==> src/sv/i2c_sensor_read_sequencer_defines.svh <==
// assertion macros used by the step core of the sensor read sequencer rtl
`ifndef I2C_SENSOR_READ_SEQUENCER_DEFINES_SVH
`define I2C_SENSOR_READ_SEQUENCER_DEFINES_SVH

// same-cycle implication, sampled on clk, quiet while rst_n is low
`define I2CSRS_ASSERT_NOW(lbl, ante, cons) \
  lbl: assert property (@(posedge clk) disable iff (!rst_n) (ante) |-> (cons)) \
    else $error("i2csrs same-cycle check failed");

// next-cycle implication, sampled on clk, quiet while rst_n is low
`define I2CSRS_ASSERT_NEXT(lbl, ante, cons) \
  lbl: assert property (@(posedge clk) disable iff (!rst_n) (ante) |=> (cons)) \
    else $error("i2csrs next-cycle check failed");

`endif

==> src/sv/i2csrs_pkg.sv <==
// shared types and codes for the i2c sensor read sequencer
package i2csrs_pkg;

  localparam int unsigned FUNC_W  = 3;
  localparam int unsigned PHASE_W = 3;
  localparam int unsigned ADDR_W  = 7;
  localparam int unsigned BYTE_W  = 8;
  localparam int unsigned WORD_W  = 16;
  localparam int unsigned CIDX_W  = 2;

  // sequencer phases
  localparam logic [PHASE_W-1:0] PH_IDLE  = 3'd0;
  localparam logic [PHASE_W-1:0] PH_START = 3'd1;
  localparam logic [PHASE_W-1:0] PH_CMDW  = 3'd2;
  localparam logic [PHASE_W-1:0] PH_CMDR  = 3'd3;
  localparam logic [PHASE_W-1:0] PH_MSB   = 3'd4;
  localparam logic [PHASE_W-1:0] PH_LSB   = 3'd5;
  localparam logic [PHASE_W-1:0] PH_DONE  = 3'd6;

  // controller event codes
  localparam logic [FUNC_W-1:0] EV_START = 3'd0;
  localparam logic [FUNC_W-1:0] EV_ACK   = 3'd1;
  localparam logic [FUNC_W-1:0] EV_NACK  = 3'd2;
  localparam logic [FUNC_W-1:0] EV_RX    = 3'd3;
  localparam logic [FUNC_W-1:0] EV_STOP  = 3'd4;

  // configuration register indexes
  localparam logic [CIDX_W-1:0] CFG_SENSOR_ADDR = 2'd0;
  localparam logic [CIDX_W-1:0] CFG_CMD_BYTE    = 2'd1;
  localparam logic [CIDX_W-1:0] CFG_DONE_CODE   = 2'd2;

  // configuration reset values
  localparam logic [ADDR_W-1:0] SENSOR_ADDR_RST = 7'd64;
  localparam logic [BYTE_W-1:0] CMD_BYTE_RST    = 8'd0;
  localparam logic [BYTE_W-1:0] DONE_CODE_RST   = 8'd0;

  // i2c direction bit
  localparam logic DIR_WRITE = 1'b0;
  localparam logic DIR_READ  = 1'b1;

  typedef struct packed {
    logic [ADDR_W-1:0] sensor_addr;
    logic [BYTE_W-1:0] cmd_byte;
    logic [BYTE_W-1:0] done_code;
  } cfg_t;

  typedef struct packed {
    logic [FUNC_W-1:0] func;
    logic [BYTE_W-1:0] rx_byte;
  } item_t;

  typedef struct packed {
    logic               issue_start;
    logic               tx_valid;
    logic [BYTE_W-1:0]  tx_byte;
    logic               issue_ack;
    logic               issue_nack_stop;
    logic               done_res;
    logic [BYTE_W-1:0]  event_code;
    logic [WORD_W-1:0]  measurement;
    logic               protocol_error;
    logic [PHASE_W-1:0] phase;
  } res_t;

endpackage

==> src/sv/i2csrs_cfg_regs.sv <==
// configuration register file of the sequencer
module i2csrs_cfg_regs (
  input  logic                        clk,
  input  logic                        rst_n,
  input  logic                        wr_en,
  input  logic [i2csrs_pkg::CIDX_W-1:0] wr_index,
  input  logic [i2csrs_pkg::BYTE_W-1:0] wr_data,
  output i2csrs_pkg::cfg_t            cfg
);
  import i2csrs_pkg::*;

  cfg_t cfg_r;
  cfg_t cfg_nxt;

  always_comb begin
    cfg_nxt = cfg_r;
    if (wr_en) begin
      case (wr_index)
        CFG_SENSOR_ADDR: cfg_nxt.sensor_addr = wr_data[ADDR_W-1:0];
        CFG_CMD_BYTE:    cfg_nxt.cmd_byte    = wr_data;
        CFG_DONE_CODE:   cfg_nxt.done_code   = wr_data;
        default:         cfg_nxt = cfg_r; // unused index, ignored
      endcase
    end
  end

  always_ff @(posedge clk) begin
    if (!rst_n) begin
      cfg_r.sensor_addr <= SENSOR_ADDR_RST;
      cfg_r.cmd_byte    <= CMD_BYTE_RST;
      cfg_r.done_code   <= DONE_CODE_RST;
    end else begin
      cfg_r <= cfg_nxt;
    end
  end

  assign cfg = cfg_r;

endmodule

==> src/sv/i2csrs_core.sv <==
// phase state, result word and per-event step logic
module i2csrs_core (
  input  logic              clk,
  input  logic              rst_n,
  input  logic              fire,
  input  i2csrs_pkg::item_t item,
  input  i2csrs_pkg::cfg_t  cfg,
  output i2csrs_pkg::res_t  res
);
  import i2csrs_pkg::*;

  `include "i2c_sensor_read_sequencer_defines.svh"

  logic [PHASE_W-1:0] phase_r;
  logic [PHASE_W-1:0] phase_nxt;
  logic [WORD_W-1:0]  word_r;
  logic [WORD_W-1:0]  word_nxt;
  logic [BYTE_W-1:0]  addr_wr;
  logic [BYTE_W-1:0]  addr_rd;

  assign addr_wr = {cfg.sensor_addr, DIR_WRITE};
  assign addr_rd = {cfg.sensor_addr, DIR_READ};

  always_comb begin
    phase_nxt = phase_r;
    word_nxt  = word_r;
    res       = '0;
    case (item.func)
      EV_START: begin
        if (phase_r == PH_IDLE) begin
          phase_nxt       = PH_START;
          word_nxt        = '0;
          res.issue_start = 1'b1;
          res.tx_valid    = 1'b1;
          res.tx_byte     = addr_wr;
        end else begin
          res.protocol_error = 1'b1;
        end
      end
      EV_ACK: begin
        case (phase_r)
          PH_START: begin
            phase_nxt    = PH_CMDW;
            res.tx_valid = 1'b1;
            res.tx_byte  = cfg.cmd_byte;
          end
          PH_CMDW: begin
            phase_nxt       = PH_CMDR;
            res.issue_start = 1'b1;
            res.tx_valid    = 1'b1;
            res.tx_byte     = addr_rd;
          end
          PH_CMDR: phase_nxt = PH_MSB;
          PH_MSB:  phase_nxt = PH_LSB;
          default: res.protocol_error = 1'b1;
        endcase
      end
      EV_NACK: begin
        // sensor still converting: poll with another read-address start
        if (phase_r == PH_CMDR) begin
          res.issue_start = 1'b1;
          res.tx_valid    = 1'b1;
          res.tx_byte     = addr_rd;
        end else begin
          res.protocol_error = 1'b1;
        end
      end
      EV_RX: begin
        if (phase_r == PH_MSB) begin
          word_nxt      = {word_r[BYTE_W-1:0], item.rx_byte};
          phase_nxt     = PH_LSB;
          res.issue_ack = 1'b1;
        end else if (phase_r == PH_LSB) begin
          word_nxt            = {word_r[BYTE_W-1:0], item.rx_byte};
          phase_nxt           = PH_DONE;
          res.issue_nack_stop = 1'b1;
        end else begin
          res.protocol_error = 1'b1;
        end
      end
      EV_STOP: begin
        if (phase_r == PH_DONE) begin
          phase_nxt       = PH_IDLE;
          res.done_res    = 1'b1;
          res.event_code  = cfg.done_code;
          res.measurement = word_r;
        end else begin
          res.protocol_error = 1'b1;
        end
      end
      default: res.protocol_error = 1'b1;
    endcase
    res.phase = phase_nxt;
  end

  always_ff @(posedge clk) begin
    if (!rst_n) begin
      phase_r <= PH_IDLE;
      word_r  <= '0;
    end else if (fire) begin
      phase_r <= phase_nxt;
      word_r  <= word_nxt;
    end
  end

  `I2CSRS_ASSERT_NOW(a_err_holds_phase, fire && res.protocol_error, phase_nxt == phase_r)
  `I2CSRS_ASSERT_NOW(a_done_from_done, fire && res.done_res, phase_r == PH_DONE)
  `I2CSRS_ASSERT_NEXT(a_ack_to_lsb, fire && res.issue_ack, phase_r == PH_LSB)
  `I2CSRS_ASSERT_NEXT(a_nstop_to_done, fire && res.issue_nack_stop, phase_r == PH_DONE)

endmodule

==> src/sv/i2c_sensor_read_sequencer.sv <==
// top level of the i2c sensor read sequencer: input stage, step core, result stage
// a beat in the input stage steps the core once the result stage has room; its result is registered there for out_*
// throughput: one event beat per cycle while out_ready stays high; a result stall holds the input stage
// the phase/result state updates as an item leaves the input stage, in order
// reset (rst_n low, synchronous): phase idle, result word zero, stages empty,
// device address 64, command byte 0, done event code 0
module i2c_sensor_read_sequencer (
  input  logic                          clk,
  input  logic                          rst_n,
  // event channel
  input  logic                          in_valid,
  output logic                          in_ready,
  input  logic [i2csrs_pkg::FUNC_W-1:0] in_func,
  input  logic [i2csrs_pkg::BYTE_W-1:0] in_rx_byte,
  // command / result channel
  output logic                          out_valid,
  input  logic                          out_ready,
  output logic                          out_issue_start,
  output logic                          out_tx_valid,
  output logic [i2csrs_pkg::BYTE_W-1:0] out_tx_byte,
  output logic                          out_issue_ack,
  output logic                          out_issue_nack_stop,
  output logic                          out_done_res,
  output logic [i2csrs_pkg::BYTE_W-1:0] out_event_code,
  output logic [i2csrs_pkg::WORD_W-1:0] out_measurement,
  output logic                          out_protocol_error,
  output logic [i2csrs_pkg::PHASE_W-1:0] out_phase,
  // configuration write channel
  input  logic                          cfg_valid,
  output logic                          cfg_ready,
  input  logic [i2csrs_pkg::CIDX_W-1:0] cfg_index,
  input  logic [i2csrs_pkg::BYTE_W-1:0] cfg_data
);
  import i2csrs_pkg::*;

  // input stage: holds one event beat until the core can step on it
  logic  in_vld_r;
  item_t in_item_r;

  // result stage: holds one result beat until the consumer takes it
  logic  out_vld_r;
  res_t  out_res_r;

  cfg_t  cfg;
  res_t  step_res;

  // core steps when the input stage is full and the result stage has room
  logic  step_fire;
  logic  in_take;

  assign step_fire = in_vld_r && (!out_vld_r || out_ready);
  // input stage frees up in the same cycle its beat moves on
  assign in_ready  = !in_vld_r || step_fire;
  assign in_take   = in_valid && in_ready;

  // config writes always taken; the user issues them only while idle, unchecked
  assign cfg_ready = 1'b1;

  i2csrs_cfg_regs u_cfg (
    .clk      (clk),
    .rst_n    (rst_n),
    .wr_en    (cfg_valid),
    .wr_index (cfg_index),
    .wr_data  (cfg_data),
    .cfg      (cfg)
  );

  i2csrs_core u_core (
    .clk   (clk),
    .rst_n (rst_n),
    .fire  (step_fire),
    .item  (in_item_r),
    .cfg   (cfg),
    .res   (step_res)
  );

  // input stage valid
  always_ff @(posedge clk) begin
    if (!rst_n) begin
      in_vld_r <= 1'b0;
    end else if (in_ready) begin
      in_vld_r <= in_valid;
    end
  end

  // input stage payload, no reset needed
  always_ff @(posedge clk) begin
    if (in_take) begin
      in_item_r.func    <= in_func;
      in_item_r.rx_byte <= in_rx_byte;
    end
  end

  // result stage valid: filled on a step, drained by the consumer
  always_ff @(posedge clk) begin
    if (!rst_n) begin
      out_vld_r <= 1'b0;
    end else if (step_fire) begin
      out_vld_r <= 1'b1;
    end else if (out_ready) begin
      out_vld_r <= 1'b0;
    end
  end

  // result stage payload
  always_ff @(posedge clk) begin
    if (step_fire) begin
      out_res_r <= step_res;
    end
  end

  assign out_valid           = out_vld_r;
  assign out_issue_start     = out_res_r.issue_start;
  assign out_tx_valid        = out_res_r.tx_valid;
  assign out_tx_byte         = out_res_r.tx_byte;
  assign out_issue_ack       = out_res_r.issue_ack;
  assign out_issue_nack_stop = out_res_r.issue_nack_stop;
  assign out_done_res        = out_res_r.done_res;
  assign out_event_code      = out_res_r.event_code;
  assign out_measurement     = out_res_r.measurement;
  assign out_protocol_error  = out_res_r.protocol_error;
  assign out_phase           = out_res_r.phase;

endmodule

==> config.mk <==
export PLATFORM = sky130hd
export DESIGN_NAME = i2c_sensor_read_sequencer
export DESIGN_NICKNAME = d
export VERILOG_FILES = /design/src/sv/i2csrs_pkg.sv /design/src/sv/i2csrs_cfg_regs.sv /design/src/sv/i2csrs_core.sv /design/src/sv/i2c_sensor_read_sequencer.sv
export VERILOG_INCLUDE_DIRS = /design/src /design/src/sv
export SDC_FILE = /design/constraint.sdc
export NUM_CORES = 1
export LEC_CHECK = 0
export ABC_AREA = 1
export BUFFER_PORTS_ARGS = -buffer_cell sky130_fd_sc_hd__buf_4
export CORE_MARGIN = 8
export CORE_UTILIZATION = 59
export DETAILED_ROUTE_END_ITERATION = 16
export GPL_TIMING_DRIVEN = 0
export PLACE_DENSITY = 0.93
export SETUP_SLACK_MARGIN = 0.05
export SYNTH_ARGS = -nofsm -noshare
export SYNTH_HDL_FRONTEND = slang
export SYNTH_SLANG_ARGS = --single-unit
==> constraint.sdc <==
create_clock -name clk -period 4.35 [get_ports clk]
set_input_delay 0.6525 -clock clk [delete_from_list [all_inputs] [get_ports clk]]
set_output_delay 0.6525 -clock clk [all_outputs]
set_load 0.02 [all_outputs]
==> impl_results.html, run 1 <==
<table>
<tr><th>Metric</th><th>Value</th></tr>
<tr><th colspan="2">CTS</th></tr>
<tr><td>CTS-repair resized insts</td><td>0</td></tr>
<tr><td>Worst-skew pair later-pin latency</td><td>between 0.3 and 0.4 ns</td></tr>
<tr><td>Buffer levels on the longest clock path</td><td>2</td></tr>
<tr><td>Number of clock sinks</td><td>96</td></tr>
<tr><td>TritonCTS buffer count</td><td>9</td></tr>
<tr><td>Clock tree from TritonCTS</td><td>done</td></tr>
<tr><td>Root buffer selected by CTS</td><td>clkbuf_8</td></tr>
<tr><td>Cts-stage hold buffer count</td><td>0</td></tr>
<tr><td>H-tree depth</td><td>3</td></tr>
<tr><td>Total setup buffers inserted after CTS</td><td>0</td></tr>
<tr><td>Clk pin slew, worst setup/hold paths</td><td>0.09 ns</td></tr>
<tr><th colspan="2">Layout</th></tr>
<tr><td>Area added between synthesis and finish</td><td>21.33%</td></tr>
<tr><td>Antenna fix cells</td><td>0</td></tr>
<tr><td>Total area of multi-input combinational cells</td><td>between 0.001 and 0.0015 mm2</td></tr>
<tr><td>Final std cells w/o fill</td><td>~570</td></tr>
<tr><td>Storage element area</td><td>~0.0024 mm2</td></tr>
<tr><td>Share of cells above drive strength 1</td><td>0.2133</td></tr>
<tr><td>Number of nets in the final layout</td><td>between 500 and 600</td></tr>
<tr><td>Total of fill cells in the finished design</td><td>around 450</td></tr>
<tr><th colspan="2">Global routing</th></tr>
<tr><td>First-pass GRT wire length</td><td>13770 um</td></tr>
<tr><td>Number of antenna violations at the first check in global routing</td><td>0</td></tr>
<tr><td>Number of global-route vias before repair</td><td>approximately 3000</td></tr>
<tr><td>Leftover overflow at the end of global routing</td><td>0</td></tr>
<tr><td>Largest net degree at the start of global routing</td><td>47</td></tr>
<tr><td>Total global routing track utilization</td><td>0.1740</td></tr>
<tr><th colspan="2">Synthesis</th></tr>
<tr><td>Post-Syn Area</td><td>between 0.003 and 0.004 mm2</td></tr>
<tr><td>Total of warnings raised by yosys</td><td>0</td></tr>
<tr><td>Mapped Avg Cell Area</td><td>roughly 9.4 um2</td></tr>
<tr><td>Count of state elements after synthesis</td><td>96</td></tr>
<tr><td>Number of nets produced by synthesis</td><td>between 400 and 500</td></tr>
<tr><td>Count of mapped cells out of synthesis</td><td>413</td></tr>
<tr><td>Number of distinct library cells after synthesis</td><td>26</td></tr>
<tr><td>Sequential share of the synthesized area</td><td>0.6317</td></tr>
<tr><th colspan="2">Timing</th></tr>
<tr><td>Final hold violation count</td><td>0</td></tr>
<tr><td>Fin Setup TNS</td><td>0 ns</td></tr>
<tr><td>Post-Route Skew</td><td>between 0.009 and 0.01 ns</td></tr>
<tr><td>Actual slew at the worst max-slew pin</td><td>between 0.9 and 1 ns</td></tr>
<tr><td>Achievable clock frequency</td><td>between 500 and 600 MHz</td></tr>
<tr><td>Unrepaired setup endpoints after global routing</td><td>false</td></tr>
<tr><td>Share of the clock period used by the worst path after layout</td><td>0.4304</td></tr>
<tr><td>Final Max Tran Viols</td><td>0</td></tr>
<tr><td>Final count of negative-setup-slack endpoints</td><td>0</td></tr>
<tr><td>Minimum clock period after layout</td><td>roughly 1.9 ns</td></tr>
<tr><td>Tightest slew margin relative to the limit</td><td>0.3516</td></tr>
<tr><th colspan="2">Place</th></tr>
<tr><td>Placed cell count</td><td>between 500 and 600</td></tr>
<tr><td>Routability cong.</td><td>between 0.8 and 0.9</td></tr>
<tr><td>Post-detailed-placement half-perimeter wirelength</td><td>around 6000 um</td></tr>
<tr><td>Number of buffers inserted by port buffering</td><td>around 70</td></tr>
<tr><th colspan="2">Pwr</th></tr>
<tr><td>Reported leakage power</td><td>between 1.5 and 2 nW</td></tr>
<tr><td>Power per Cell Area</td><td>a little under 400 mW/mm2</td></tr>
<tr><td>Total Power Consumption</td><td>~1.8 mW</td></tr>
<tr><td>Proportion of power drawn by flip-flops and latches</td><td>0.553</td></tr>
<tr><td>Switching power total</td><td>around 0.44 mW</td></tr>
<tr><td>Relative contribution of the clock network to total power</td><td>0.351</td></tr>
<tr><td>Sw Share</td><td>0.2400</td></tr>
<tr><td>Worst IR drop on VDD</td><td>roughly 0.35 mV</td></tr>
<tr><td>Part of the power in combinational logic</td><td>0.097</td></tr>
<tr><td>Cell-internal power</td><td>between 1 and 1.5 mW</td></tr>
<tr><th colspan="2">Drt</th></tr>
<tr><td>Remaining routing DRC violations</td><td>0</td></tr>
<tr><td>Per-cell routed wire length</td><td>14.54 um</td></tr>
<tr><td>Total via count after detailed routing</td><td>between 3000 and 4000</td></tr>
<tr><td>Drt via density</td><td>between 5 and 6</td></tr>
<tr><td>Drt total wl</td><td>~8300 um</td></tr>
<tr><td>DR iter-0 viols</td><td>220</td></tr>
<tr><td>Antenna-violating nets left</td><td>0</td></tr>
<tr><td>Iteration count of the initial detailed-routing pass</td><td>4</td></tr>
<tr><th colspan="2">Worst hold path</th></tr>
<tr><td>Type of the tightest min-delay check</td><td>flip-flop to flip-flop</td></tr>
<tr><th colspan="2">Floorplanning</th></tr>
<tr><td>Core region area</td><td>around 0.0063 mm2</td></tr>
<tr><td>Count of standard-cell rows</td><td>29</td></tr>
<tr><td>Overall die area</td><td>between 0.009 and 0.01 mm2</td></tr>
<tr><td>Chip width</td><td>about 97 um</td></tr>
<tr><td>DIE HEIGHT</td><td>96.95 um</td></tr>
<tr><td>Number of top-level pins</td><td>70</td></tr>
<tr><td>Initial Util</td><td>0.6089</td></tr>
<tr><th colspan="2">Critical path</th></tr>
<tr><td>Data arrival, critical path</td><td>around 2.1 ns</td></tr>
<tr><td>Peak fanout along the critical path</td><td>between 40 and 50</td></tr>
<tr><td>Worst path required time</td><td>~4.6 ns</td></tr>
<tr><td>Kind of start point of the critical path</td><td>input pin</td></tr>
<tr><td>Worst setup path category</td><td>input pin to flip-flop</td></tr>
<tr><td>CP Capture Type</td><td>flip-flop</td></tr>
<tr><th colspan="2">Outcome</th></tr>
<tr><td>Run status</td><td>complete, no violations</td></tr>
<tr><th colspan="2">Flow run</th></tr>
<tr><td>Max-cap viol count</td><td>0</td></tr>
</table>
## cell families after synthesis
kind of cell           count (synthesis)  synth area share
buffers and inverters                 81           0.08770
AO/OA/AOI/OAI                         78            0.1068
AND/OR/NAND/NOR                      157            0.1728
other                                  1         0.0009699
flip-flops                            96            0.6317
## power groups by stage
stage,clock (mW),sequential [mW],combinational (mW)
global placement,0,1.03,0.170
global route,0.679,1.01,0.192
finish,0.638,1.01,0.176
floorplan,0,1.05,0.0821
detailed placement,0,1.03,0.175
CTS,0.643,1.01,0.176
## layout make-up
type | count | share of cell area
Multi-Input combinational cell | 236 | 0.2313
Inverter | 67 | 0.05468
Clock inverter | 6 | 0.01921
Timing Repair Buffer | 68 | 0.1088
Clock buffer | 10 | 0.02721
Sequential cell | 96 | 0.5207
Tap cell | 77 | 0.02054
Buffer | 14 | 0.01760
## layer usage
layer | track usage | share of wire | wire length [um]
met5 | 0 | 0 | 0
met4 | 0.05917 | 0.013 | 112
met3 | 0.03770 | 0.058 | 484
met2 | 0.3031 | 0.50 | 4177
met1 | 0.2063 | 0.43 | 3571
## synthesized netlist by cell type, drive strengths merged
library cell   n  area share
a21oi         39       0.053
buf            8       0.016
clkbuf         6      0.0058
clkinv         1     0.00097
conb           1     0.00097
dfxtp         44        0.23
edfxtp        52        0.40
inv           66       0.065
nand2         60       0.062
nand3         29       0.039
nand4          1      0.0016
nor2          64       0.066
nor3           3      0.0039
o2111ai        1      0.0023
o21ai         37       0.049
o221ai         1      0.0023
## layout by cell type (no fill, tap or decap), drive strengths merged, types with 2 or more instances in the layout
cell type / n
nor2: 64
bufinv: 2
nand2: 60
clkbuf: 16
nor3: 3
nand3: 29
edfxtp: 52
inv: 68
dfxtp: 44
buf: 76
clkinv: 2
o21ai: 37
a21oi: 39
## critical path, cell delays in order
cell and delay [ns]:
buf_4 0.07, inv_1 0.04, nand2_1 0.07, nand2_1 0.15, inv_2 0.74, o21ai_0 0.22
a21oi_1 0.18
## worst paths after layout
path	start	to	slack [ns]	cells past startpoint
setup / recovery	out_ready	u_core.phase_r[2]$_SDFFE_PN0P_	2.48	7
hold / removal	u_cfg.cfg[9]$_SDFFE_PN0P_	u_cfg.cfg[9]$_SDFFE_PN0P_	0.45	2
setup reg to reg	out_valid$_SDFFE_PN0P_	u_core.phase_r[2]$_SDFFE_PN0P_	2.54	5
hold reg to reg	u_cfg.cfg[9]$_SDFFE_PN0P_	u_cfg.cfg[9]$_SDFFE_PN0P_	0.45	2
## stage by stage
stage	hold WS (ns)	util	area, um2	setup slack, ns
2_1_floorplan	0.4239	-	3866	2.192
3_3_place_gp	0.4312	0.7044	4473	1.700
3_5_place_dp	0.4418	0.7044	4473	2.130
4_1_cts	0.4572	0.7387	4691	2.485
5_1_grt	0.4571	0.7387	4691	2.358
6_report	0.4541	0.7387	4691	2.478
## flip-flops by register name (all words and copies together) (netlist names), 3 cells and up
name and flops:
in_item_r 11, out_event_code 8, out_measurement 16, out_phase 3, out_tx_byte 8, u_cfg.cfg 23
u_core.phase_r 3, u_core.word_r 16
Power figures use the tool's default switching activity.
==> run 2: changes to the inputs <==
--- a/config.mk
+++ b/config.mk
@@ -9,10 +9,10 @@
 export ABC_AREA = 1
 export BUFFER_PORTS_ARGS = -buffer_cell sky130_fd_sc_hd__buf_4
 export CORE_MARGIN = 8
-export CORE_UTILIZATION = 59
+export CORE_UTILIZATION = 55
 export DETAILED_ROUTE_END_ITERATION = 16
 export GPL_TIMING_DRIVEN = 0
-export PLACE_DENSITY = 0.93
+export PLACE_DENSITY = 0.88
 export SETUP_SLACK_MARGIN = 0.05
 export SYNTH_ARGS = -nofsm -noshare
 export SYNTH_HDL_FRONTEND = slang
==> constraint.sdc (replaced) <==
create_clock -name clk -period 1.8 [get_ports clk]
set_input_delay 0.27 -clock clk [delete_from_list [all_inputs] [get_ports clk]]
set_output_delay 0.27 -clock clk [all_outputs]
set_load 0.02 [all_outputs]
==> impl_results.html, run 2 (synthesized netlist as in run 1, its figures left out) <==
<table>
<tr><th>Metric</th><th>Value</th></tr>
<tr><th colspan="2">Pwr</th></tr>
<tr><td>Part of the power in combinational logic</td><td>0.108</td></tr>
<tr><td>Sw Share</td><td>0.2522</td></tr>
<tr><td>Relative contribution of the clock network to total power</td><td>0.302</td></tr>
<tr><td>Cell-internal power</td><td>just over 3 mW</td></tr>
<tr><td>Proportion of power drawn by flip-flops and latches</td><td>0.590</td></tr>
<tr><td>Switching power total</td><td>between 1 and 1.5 mW</td></tr>
<tr><td>Worst IR drop on VDD</td><td>0.6686 mV</td></tr>
<tr><td>Power per Cell Area</td><td>868.0 mW/mm2</td></tr>
<tr><td>Reported leakage power</td><td>between 1.5 and 2 nW</td></tr>
<tr><th colspan="2">Critical path</th></tr>
<tr><td>Setup slack on the worst flop-to-flop path</td><td>~0.074 ns</td></tr>
<tr><td>Worst path required time</td><td>2.05 ns</td></tr>
<tr><td>Cell depth of the worst flop-to-flop path</td><td>9</td></tr>
<tr><td>Reg2reg end</td><td>u_core.word_r[0]$_SDFFE_PN0P_</td></tr>
<tr><td>Worst setup path category</td><td>flip-flop to flip-flop</td></tr>
<tr><td>Peak fanout along the critical path</td><td>10</td></tr>
<tr><td>Crit path to</td><td>u_core.word_r[0]$_SDFFE_PN0P_</td></tr>
<tr><td>Worst setup path start</td><td>in_item_r[10]$_DFFE_PP_</td></tr>
<tr><td>Kind of start point of the critical path</td><td>flip-flop</td></tr>
<tr><td>Launching point of the worst reg2reg path</td><td>in_item_r[10]$_DFFE_PP_</td></tr>
<tr><td>Data arrival, critical path</td><td>1.98 ns</td></tr>
<tr><td>CP Capture Type</td><td>flip-flop</td></tr>
<tr><th colspan="2">Timing</th></tr>
<tr><td>Minimum clock period after layout</td><td>1.726 ns</td></tr>
<tr><td>Final hold violation count</td><td>0</td></tr>
<tr><td>Achievable clock frequency</td><td>between 500 and 600 MHz</td></tr>
<tr><td>Post-Route Skew</td><td>0.008139 ns</td></tr>
<tr><td>Fin Setup TNS</td><td>0 ns</td></tr>
<tr><td>Final Max Tran Viols</td><td>0</td></tr>
<tr><td>Final count of negative-setup-slack endpoints</td><td>0</td></tr>
<tr><td>Unrepaired setup endpoints after global routing</td><td>true</td></tr>
<tr><td>Share of the clock period used by the worst path after layout</td><td>0.9589</td></tr>
<tr><td>Final critical-path setup slack</td><td>approximately 0.074 ns</td></tr>
<tr><td>Actual slew at the worst max-slew pin</td><td>0.8769 ns</td></tr>
<tr><td>Tightest slew margin relative to the limit</td><td>0.4109</td></tr>
<tr><th colspan="2">Layout</th></tr>
<tr><td>Area of all placed cells without fillers</td><td>0.004750 mm2</td></tr>
<tr><td>Most common cell after layout, fill and taps aside</td><td>buf_4</td></tr>
<tr><td>Antenna fix cells</td><td>0</td></tr>
<tr><td>Total of fill cells in the finished design</td><td>484</td></tr>
<tr><td>Share of cells above drive strength 1</td><td>0.2302</td></tr>
<tr><td>Storage element area</td><td>approximately 0.0024 mm2</td></tr>
<tr><td>Flip-flop count of the largest register, all copies and words added</td><td>23</td></tr>
<tr><td>Final std cells w/o fill</td><td>600</td></tr>
<tr><td>Most used cells in the layout excluding fill and tap cells</td><td>buf_4, nor2_1, inv_1, nand2_1, edfxtp_1</td></tr>
<tr><td>Number of nets in the final layout</td><td>525</td></tr>
<tr><td>Area added between synthesis and finish</td><td>22.85%</td></tr>
<tr><td>Total area of multi-input combinational cells</td><td>0.001107 mm2</td></tr>
<tr><th colspan="2">Floorplanning</th></tr>
<tr><td>Initial Util</td><td>0.5691</td></tr>
<tr><td>Number of top-level pins</td><td>70</td></tr>
<tr><td>Count of standard-cell rows</td><td>30</td></tr>
<tr><td>Core region area</td><td>around 0.0068 mm2</td></tr>
<tr><td>Overall die area</td><td>0.009968 mm2</td></tr>
<tr><td>Chip width</td><td>99.84 um</td></tr>
<tr><td>DIE HEIGHT</td><td>99.84 um</td></tr>
<tr><th colspan="2">Place</th></tr>
<tr><td>Place WS</td><td>-0.2741 ns</td></tr>
<tr><td>Cell Area, Placed</td><td>0.004503 mm2</td></tr>
<tr><td>Placed cell count</td><td>577</td></tr>
<tr><td>Routability cong.</td><td>~0.94</td></tr>
<tr><td>Number of buffers inserted by port buffering</td><td>between 60 and 70</td></tr>
<tr><td>Post-detailed-placement half-perimeter wirelength</td><td>slightly below 6000 um</td></tr>
<tr><th colspan="2">CTS</th></tr>
<tr><td>H-tree depth</td><td>3</td></tr>
<tr><td>Cts-stage hold buffer count</td><td>0</td></tr>
<tr><td>Buffer levels on the longest clock path</td><td>2</td></tr>
<tr><td>Clk pin slew, worst setup/hold paths</td><td>around 0.090 ns</td></tr>
<tr><td>Number of clock sinks</td><td>96</td></tr>
<tr><td>Root buffer selected by CTS</td><td>clkbuf_8</td></tr>
<tr><td>Clock tree from TritonCTS</td><td>done</td></tr>
<tr><td>Worst-skew pair later-pin latency</td><td>~0.37 ns</td></tr>
<tr><td>TritonCTS buffer count</td><td>9</td></tr>
<tr><th colspan="2">Global routing</th></tr>
<tr><td>Number of global-route vias before repair</td><td>slightly below 3000</td></tr>
<tr><td>Leftover overflow at the end of global routing</td><td>0</td></tr>
<tr><td>Largest net degree at the start of global routing</td><td>24</td></tr>
<tr><td>Number of antenna violations at the first check in global routing</td><td>0</td></tr>
<tr><td>First-pass GRT wire length</td><td>approximately 14000 um</td></tr>
<tr><td>Total global routing track utilization</td><td>0.1736</td></tr>
<tr><th colspan="2">Drt</th></tr>
<tr><td>Per-cell routed wire length</td><td>roughly 15 um</td></tr>
<tr><td>Drt via density</td><td>5.233</td></tr>
<tr><td>Drt total wl</td><td>8762 um</td></tr>
<tr><td>Remaining routing DRC violations</td><td>0</td></tr>
<tr><td>Total via count after detailed routing</td><td>about 3100</td></tr>
<tr><td>Iteration count of the initial detailed-routing pass</td><td>6</td></tr>
<tr><td>DR iter-0 viols</td><td>314</td></tr>
<tr><td>Antenna-violating nets left</td><td>0</td></tr>
<tr><th colspan="2">Outcome</th></tr>
<tr><td>Run status</td><td>complete, no violations</td></tr>
<tr><th colspan="2">Worst hold path</th></tr>
<tr><td>Type of the tightest min-delay check</td><td>input pin to flip-flop</td></tr>
<tr><th colspan="2">Flow run</th></tr>
<tr><td>Max-cap viol count</td><td>0</td></tr>
</table>
run 2: cell count changes in the layout (fill, tap and decap cells not counted), moves of 2 or more:
cell and delta:
buf_4 +4, bufinv_16 -2, clkinv_1 +3, clkinvlp_4 +3, inv_6 -2, nor2_1 -3
nor2_2 +3, o21ai_0 -2, o21ai_1 +2
run 2: repair_timing:
action / 4_1_cts / 5_1_grt
setup buffers: 0 / 5
pin swaps: 0 / 3
resized for setup: 1 / 6
endpoints found under the setup margin: 44 / 35
gates cloned: 1 / 1
run 2: worst min-delay path by stage:
stage | cells past startpoint | to | slack [ns] | startpoint
2_1_floorplan | 0 | in_item_r[0]$_DFFE_PP_ | 0.37 | in_rx_byte[0]
6_report | 1 | in_item_r[5]$_DFFE_PP_ | 0.07 | in_rx_byte[5]
5_1_grt | 1 | in_item_r[7]$_DFFE_PP_ | 0.05 | in_rx_byte[7]
3_3_place_gp | 2 | u_cfg.cfg[11]$_SDFFE_PN0P_ | 0.43 | u_cfg.cfg[11]$_SDFFE_PN0P_
3_5_place_dp | 2 | u_cfg.cfg[14]$_SDFFE_PN0P_ | 0.44 | u_cfg.cfg[14]$_SDFFE_PN0P_
4_1_cts | 1 | in_item_r[4]$_DFFE_PP_ | 0.06 | in_rx_byte[4]
run 2: final cells by class:
class,instances,share of cell area
flip-flops and latches,96,0.5142
multi-input cells,236,0.2331
repair buffers,73,0.1154
inverters,67,0.05479
clock buffers,10,0.02898
well taps,96,0.02529
plain buffers,14,0.01818
clock inverters,6,0.007376
repair inverters,2,0.002634
run 2: per-stage QoR:
step           utilization  hold slack [ns]  total power, mW
2_1_floorplan            -           0.3689            2.731
5_1_grt             0.6991          0.04961            4.274
4_1_cts             0.6893          0.05655            4.112
3_3_place_gp        0.6628           0.4334            2.886
6_report            0.6991          0.07050            4.123
3_5_place_dp        0.6628           0.4402            2.906
run 2: layer usage:
metal / share of wire / vias up / GRT usage / routed length (um)
li1: - / 1511 / - / -
met1: 0.42 / 1446 / 0.2061 / 3664
met2: 0.47 / 154 / 0.2807 / 4156
met3: 0.078 / 29 / 0.05467 / 682
met4: 0.030 / 0 / 0.08033 / 259
met5: 0 / - / 0 / 0
run 2: power by group through the flow:
| stage | combinational [mW] | clock [mW] | sequential (mW) |
|---|---|---|---|
| after global routing | 0.483 | 1.35 | 2.44 |
| final | 0.447 | 1.24 | 2.43 |
| after global placement | 0.408 | 0 | 2.48 |
| after floorplan | 0.200 | 0 | 2.53 |
| after detailed placement | 0.424 | 0 | 2.48 |
| after CTS | 0.431 | 1.25 | 2.43 |
run 2: worst max-delay path, cell delays in order (launching register included):
cell	delay (ns)
edfxtp_1	0.46
inv_2	0.15
nand2_4	0.09
nor2_8	0.12
inv_4	0.08
a21oi_4	0.28
nand2_4	0.13
buf_4	0.17
nand2_1	0.07
a21oi_1	0.07
